$ cat src/design/skit_pkg.sv
// ----------------------------------------------------------------------------
// skit_pkg: shared types and codes for the sorted key index table
// Entry layout, action and status codes, and the command and flag groups
// that join the controller to the datapath.
// ----------------------------------------------------------------------------
package skit_pkg;

  // Default table depth.
  localparam int CAPACITY_DEF = 1024;

  // Field widths.
  localparam int KEY_W    = 21;
  localparam int DIM_W    = 16;
  localparam int WORD_W   = 32;
  localparam int ACTION_W = 2;
  localparam int STATUS_W = 2;
  localparam int COUNT_W  = 11;

  // Action codes.
  localparam logic [ACTION_W-1:0] ACT_INSERT = 2'd0;
  localparam logic [ACTION_W-1:0] ACT_SEARCH = 2'd1;
  localparam logic [ACTION_W-1:0] ACT_CLEAR  = 2'd2;

  // Status codes.
  localparam logic [STATUS_W-1:0] ST_OK   = 2'd0;
  localparam logic [STATUS_W-1:0] ST_FULL = 2'd1;
  localparam logic [STATUS_W-1:0] ST_DUP  = 2'd2;
  localparam logic [STATUS_W-1:0] ST_MISS = 2'd3;

  // One stored table entry.
  typedef struct packed {
    logic [KEY_W-1:0]  key;
    logic [DIM_W-1:0]  glyph_width;
    logic [DIM_W-1:0]  glyph_height;
    logic [WORD_W-1:0] bitmap_offset;
    logic [WORD_W-1:0] bitmap_size;
  } entry_t;

  // Commands from the controller to the datapath.
  typedef struct packed {
    logic                load_item;
    logic                clear_count;
    logic                init_search;
    logic                rd_mid;
    logic                step;
    logic                rd_pos;
    logic                init_shift;
    logic                rd_shift;
    logic                wr_shift;
    logic                wr_new;
    logic                load_out;
    logic [STATUS_W-1:0] out_status;
    logic                out_found;
  } cmd_t;

  // Flags from the datapath to the controller.
  typedef struct packed {
    logic full;
    logic lo_lt_hi;
    logic pos_lt_count;
    logic key_equal;
    logic shift_more;
  } flags_t;

endpackage

$ cat src/design/skit_controller.sv
// ----------------------------------------------------------------------------
// skit_controller: sequencer for insert, search and clear
// Steps the binary search one memory read at a time, checks the found
// slot, moves later entries up for an insert and hands over the result.
// ----------------------------------------------------------------------------
module skit_controller (
  input  logic                           clk,
  input  logic                           rst,
  input  logic                           req_valid,
  input  logic [skit_pkg::ACTION_W-1:0]  req_action,
  output logic                           req_ready,
  output logic                           rsp_valid,
  input  logic                           rsp_ready,
  input  skit_pkg::flags_t               flags,
  output skit_pkg::cmd_t                 cmd
);

  typedef enum logic [3:0] {
    S_IDLE,
    S_SRCH_RD,
    S_SRCH_CMP,
    S_CHECK,
    S_SHIFT_RD,
    S_SHIFT_WR,
    S_INSERT,
    S_FINISH
  } state_t;

  state_t                        state;
  state_t                        state_next;
  logic                          is_insert;
  logic                          is_insert_next;
  logic [skit_pkg::STATUS_W-1:0] res_status;
  logic [skit_pkg::STATUS_W-1:0] res_status_next;
  logic                          res_found;
  logic                          res_found_next;
  logic                          rsp_valid_next;
  logic                          accept;

  assign req_ready = (state == S_IDLE);
  assign accept    = req_valid & req_ready;

  // Next state and commands.
  always_comb begin
    state_next      = state;
    is_insert_next  = is_insert;
    res_status_next = res_status;
    res_found_next  = res_found;
    rsp_valid_next  = rsp_valid & ~rsp_ready;
    cmd             = '0;
    cmd.out_status  = res_status;
    cmd.out_found   = res_found;

    case (state)
      S_IDLE: begin
        if (accept) begin
          cmd.load_item   = 1'b1;
          res_found_next  = 1'b0;
          res_status_next = skit_pkg::ST_OK;
          is_insert_next  = (req_action == skit_pkg::ACT_INSERT);
          state_next      = S_FINISH;
          case (req_action)
            skit_pkg::ACT_INSERT: begin
              if (flags.full) begin
                res_status_next = skit_pkg::ST_FULL;
              end else begin
                cmd.init_search = 1'b1;
                state_next      = S_SRCH_RD;
              end
            end
            skit_pkg::ACT_SEARCH: begin
              cmd.init_search = 1'b1;
              state_next      = S_SRCH_RD;
            end
            skit_pkg::ACT_CLEAR: begin
              cmd.clear_count = 1'b1;
            end
            default: begin
            end
          endcase
        end
      end
      S_SRCH_RD: begin
        if (flags.lo_lt_hi) begin
          cmd.rd_mid = 1'b1;
          state_next = S_SRCH_CMP;
        end else if (flags.pos_lt_count) begin
          cmd.rd_pos = 1'b1;
          state_next = S_CHECK;
        end else if (is_insert) begin
          // Key goes past the last entry: nothing to move.
          state_next = S_INSERT;
        end else begin
          res_status_next = skit_pkg::ST_MISS;
          state_next      = S_FINISH;
        end
      end
      S_SRCH_CMP: begin
        cmd.step   = 1'b1;
        state_next = S_SRCH_RD;
      end
      S_CHECK: begin
        if (flags.key_equal) begin
          if (is_insert) begin
            res_status_next = skit_pkg::ST_DUP;
          end else begin
            res_found_next = 1'b1;
          end
          state_next = S_FINISH;
        end else if (is_insert) begin
          cmd.init_shift = 1'b1;
          state_next     = S_SHIFT_RD;
        end else begin
          res_status_next = skit_pkg::ST_MISS;
          state_next      = S_FINISH;
        end
      end
      S_SHIFT_RD: begin
        if (flags.shift_more) begin
          cmd.rd_shift = 1'b1;
          state_next   = S_SHIFT_WR;
        end else begin
          state_next = S_INSERT;
        end
      end
      S_SHIFT_WR: begin
        cmd.wr_shift = 1'b1;
        state_next   = S_SHIFT_RD;
      end
      S_INSERT: begin
        cmd.wr_new = 1'b1;
        state_next = S_FINISH;
      end
      S_FINISH: begin
        // Hand the result over once the response register is free.
        if (!rsp_valid || rsp_ready) begin
          cmd.load_out   = 1'b1;
          rsp_valid_next = 1'b1;
          state_next     = S_IDLE;
        end
      end
      default: begin
        state_next = S_IDLE;
      end
    endcase
  end

  // State and registered outputs.
  always_ff @(posedge clk) begin
    if (rst) begin
      state      <= S_IDLE;
      rsp_valid  <= 1'b0;
      is_insert  <= 1'b0;
      res_status <= skit_pkg::ST_OK;
      res_found  <= 1'b0;
    end else begin
      state      <= state_next;
      rsp_valid  <= rsp_valid_next;
      is_insert  <= is_insert_next;
      res_status <= res_status_next;
      res_found  <= res_found_next;
    end
  end

endmodule

$ cat config.mk
export PLATFORM = sky130hd
export DESIGN_NAME = skit_controller
export DESIGN_NICKNAME = d
export VERILOG_FILES = /design/src/design/skit_pkg.sv /design/src/design/skit_controller.sv
export SDC_FILE = /design/constraint.sdc
export NUM_CORES = 1
export LEC_CHECK = 0
export ABC_AREA = 1
export BUFFER_PORTS_ARGS = -buffer_cell sky130_fd_sc_hd__buf_2
export CAP_MARGIN = 30
export CORE_MARGIN = 4
export CORE_UTILIZATION = 30
export CTS_CLUSTER_DIAMETER = 50
export DETAILED_ROUTE_END_ITERATION = 6
export PLACE_DENSITY = 0.66
export SLEW_MARGIN = 20
export SYNTH_ARGS = -nofsm -noshare
export SYNTH_HDL_FRONTEND = slang
export SYNTH_SLANG_ARGS = --single-unit
export TNS_END_PERCENT = 1
$ cat constraint.sdc
create_clock -name clk -period 1.5 [get_ports clk]
set_input_delay 0.15 -clock clk [delete_from_list [all_inputs] [get_ports clk]]
set_output_delay 0.15 -clock clk [all_outputs]
set_load 0.02 [all_outputs]
Word-level counts from Yosys, hierarchy flattened
Cells that the tools add are included.

cells by class
  equality and inequality tests = 16
  reductions and logical operators = 10
  bitwise operators = 3
  muxes and demuxes = 46

operators with widths
  operator            number
  $pmux 4 s8          1
  $mux 1              24
  $mux 4              5
  $mux 2              9
  $eq 4x3->1 const B  4
  $ne 2x2->1 const B  5
  $mux 3              3
  $eq 4x2->1 const B  2
  $pmux 2 s3          1
  $pmux 3 s2          1
  $reduce_and 5->1    1
  $eq 4x1->1 const B  1
  $logic_not 4->1     1
  $pmux 1 s2          2
  $reduce_and 2->1    2
  $reduce_and 4->1    1
  $ne 3x3->1 const B  1
  $reduce_bool 3->1   1
  $and 1x1->1         2
  $eq 2x1->1 const B  1
  $eq 2x2->1 const B  1
  $logic_not 2->1     1
  $ne 2x1->1 const B  1
  $reduce_bool 2->1   1
  3 further kinds     3

word-level totals
  input bits = 11
  register bits after elaboration = 9
  output and inout bits = 16
  logic and storage cells = 80

Logic depth before layout (Yosys ltp)
  word-level depth = 4
  mapped depth = 8
  mapped depth without buffers = 8

Worst setup path after synthesis
No wires, ideal clock.

  path type = reg-to-output
  start point = reg state[0]
  end point = out cmd[12] in the netlist's numbering
  buffers on the path = 0
  path slack = -30 ps
  required time = 1350 ps
  stages on the path, launching flop included = 6
  data arrival time = 1380 ps
  cell sequence = dfxtp_1 inv_2 nand2_1 nor2_2 nand2_2 nor3_1

RTL lines
  element                 RTL line                text
  start, declared         skit_controller.sv:29   state_t state;
  start signal, assigned  skit_controller.sv:157  state <= state_next;
  end, declared           skit_controller.sv:15   output skit_pkg::cmd_t cmd

==> flow_metrics.env <==
export IMPL_status="finished clean"
export IMPL_final_area_um2=873.3
export IMPL_wl_per_cell_um=10.17
export IMPL_vias=737
export IMPL_combPwrFrac_pct=66.9
export IMPL_clk_pin_slew_worst_paths_ns=0.05
export IMPL_rsz0062_at_grt="no"
export IMPL_ant_nets=0
export IMPL_cellPowerDensity_nw_per_um2=1929
export IMPL_clock_sinks=8
export IMPL_first_pass_iters=4
export IMPL_row_count=16
export IMPL_die_height_um=54.53
export IMPL_hold_violations=0
export IMPL_dr_first_iter_drc_count=8
export IMPL_netlist_instances=104
export IMPL_setup_viol=0
export IMPL_track_usage_pct=12.75
export IMPL_power_frac_seq_pct=23.0
export IMPL_cts_root_buf="clkbuf_4"
export IMPL_p_switching_uw=871.7
export IMPL_antenna_found_initial=0
export IMPL_synthesis_area_um2=649.4
export IMPL_initial_utilization_pct=32.44
export IMPL_clk_latency_ns=0.26
export IMPL_grt_max_degree=10
export IMPL_path_max_fanout=6
export IMPL_slew_viol_final=0
export IMPL_slew_headroom_pct=84.11
export IMPL_cts_inserted_buffers=3
export IMPL_fin_setup_tns_ns=0
export IMPL_crit_arrival_ns=1.26
export IMPL_die_w_um=54.53
export IMPL_post_synth_cell_area_avg_um2=6.244
export IMPL_grt_pass1_vias=654
export IMPL_final_common_cell="buf_2"
export IMPL_post_route_min_period_ns=1.406
export IMPL_sw_frac_of_total_pct=51.75
export IMPL_crit_type="reg -> out"
export IMPL_ys_top_cells_by_area="dfxtp_1 (25%), nand2_1 (13%), inv_1 (9.2%), nor2_1 (6.4%), a21oi_1 (4.6%)"
export IMPL_fin_nets=147
export IMPL_holdBufCountCts=0
export IMPL_p_int_uw=812.9
export IMPL_area_delta_synth_final_pct=34.49
export IMPL_tightest_slew_ns=0.2375
export IMPL_fin_crit_sh_pct=93.71
export IMPL_n_antenna_cell=0
export IMPL_gp_congestion=0.8304
export IMPL_grt_pass1_wl_um=2753
export IMPL_postPlaceCellArea_um2=807.0
export IMPL_seq_area_frac_synth_pct=24.66
export IMPL_ios=27
export IMPL_htreeDepth=1
export IMPL_wl_um=1638
export IMPL_hp_class="in -> reg"
export IMPL_clockPowerShare_pct=10.1
export IMPL_finalClockSkew_ns=0.002095
export IMPL_synth_cell_types=24
export IMPL_yosys_area_top_type_share_pct=24.66
export IMPL_port_buffers=26
export IMPL_viasPerCell=4.578
export IMPL_endpoint_kind="output port"
export IMPL_place_hpwl_um=1386
export IMPL_drive_above_1_share_pct=41.79
export IMPL_ys_ff_latch=8
export IMPL_overflow=0
export IMPL_cts_tree="built"
export IMPL_start_kind="register"
export IMPL_yosysWarnings=0
export IMPL_die_area_um2=2973
export IMPL_clockBufferDepth=2
export IMPL_p_leak_nw=0.4827
export IMPL_syn_nets=115
export IMPL_placeableCoreArea_um2=2002
export IMPL_required_ns=1.35
export IMPL_drc_errors=0
export IMPL_synth_top_cell_by_area="dfxtp_1"
export IMPL_cap_violations=0
export IMPL_mostFrequentLayoutCells="buf_2 (24), nand2_1 (21), inv_1 (16)"
export IMPL_max_freq_ghz=0.7114
export IMPL_irDropWorstVdd_v=0.0007135
[power groups by stage]
stage | logic, mW | registers [mW] | clock network (mW)
after floorplan | 0.816 | 0.384 | 0
after global placement | 1.04 | 0.373 | 0
after detailed placement | 1.04 | 0.376 | 0
after CTS | 1.05 | 0.376 | 0.178
after global routing | 1.27 | 0.403 | 0.188
final | 1.13 | 0.388 | 0.169
[synthesized netlist by cell type]
cell / instances
nor3_1: 6
o21bai_1: 1
nand3_2: 3
nor3_2: 1
nor2_2: 4
o21a_1: 1
nand2_2: 4
o21bai_2: 1
clkinv_2: 1
o211ai_1: 1
inv_1: 16
dfxtp_1: 8
nor2_4: 1
a21oi_2: 1
o21ai_1: 2
a21oi_4: 1
a21oi_1: 6
buf_4: 1
nor2_1: 11
nand2_1: 22
buf_6: 1
inv_2: 3
nand3_1: 6
o21ai_0: 2
[per-layer routing]
metal | vias up | wire length (µm) | track usage, %
met1 | 323 | 758 | 16.45
met3 | 4 | 111 | 1.635
met4 | 0 | 44 | 7.469
li1 | 388 | - | -
met5 | - | 0 | 0
met2 | 22 | 723 | 20.12
[worst max-delay path, stage by stage (launching register included)]
cell	delay, ns
dfxtp_4	0.37
inv_4	0.08
nand2_2	0.07
nor2_4	0.13
nand2_2	0.09
nor3_2	0.10
buf_4	0.16
[logic make-up after synthesis]
family	share of synthesized area, %
AOI/OAI and AO/OA	16.77
buffers and inverters	14.64
DFF	24.66
and+or+nand+nor	43.93
[registers in the layout, summed over array words and instances (netlist names)]
| signal | count |
|---|---|
| is_insert | 1 |
| res_found | 1 |
| res_status | 2 |
| rsp_valid | 1 |
| state | 3 |
[worst paths after layout]
path,start,end,slack (ns),cells past startpoint
worst max register to register,state[0],res_status[1],0.29,8
worst min register to register,res_found,res_found,0.50,2
worst min-delay path,rst,state[1],0.1,2
worst max-delay path,state[1],cmd[12],0.09,6
[per-stage QoR]
step                      setup slack [ns]  total power, mW  utilization [%]  std cells  hold slack (ns)
after floorplan                     0.1299            1.199                -        104           0.2191
after global placement              0.2597            1.412            40.31        156           0.3778
after detailed placement            0.2560            1.420            40.31        156           0.3723
after CTS                          0.02935            1.605            41.69        159          0.09445
after global routing              0.001319            1.859            43.63        161           0.1090
final                              0.09430            1.685            43.63        161          0.09755
[timing repair]
| item | CTS | global route |
|---|---|---|
| buffers inserted | 0 | 2 |
| pin swaps | 0 | 2 |
| cloned | 0 | 0 |
| endpoints found under the setup margin | 4 | 4 |
| resized for setup | 3 | 7 |
[final cells by class]
cell class                      count  area [µm²]
Fill cell                         225        1129
Sequential cell                     8       165.2
Timing Repair Buffer               29       161.4
Inverter                           20       78.83
Multi-Input combinational cell     74       411.6
Clock buffer                        3       22.52
Tap cell                           27       33.78
Power figures use the tool's default switching activity.
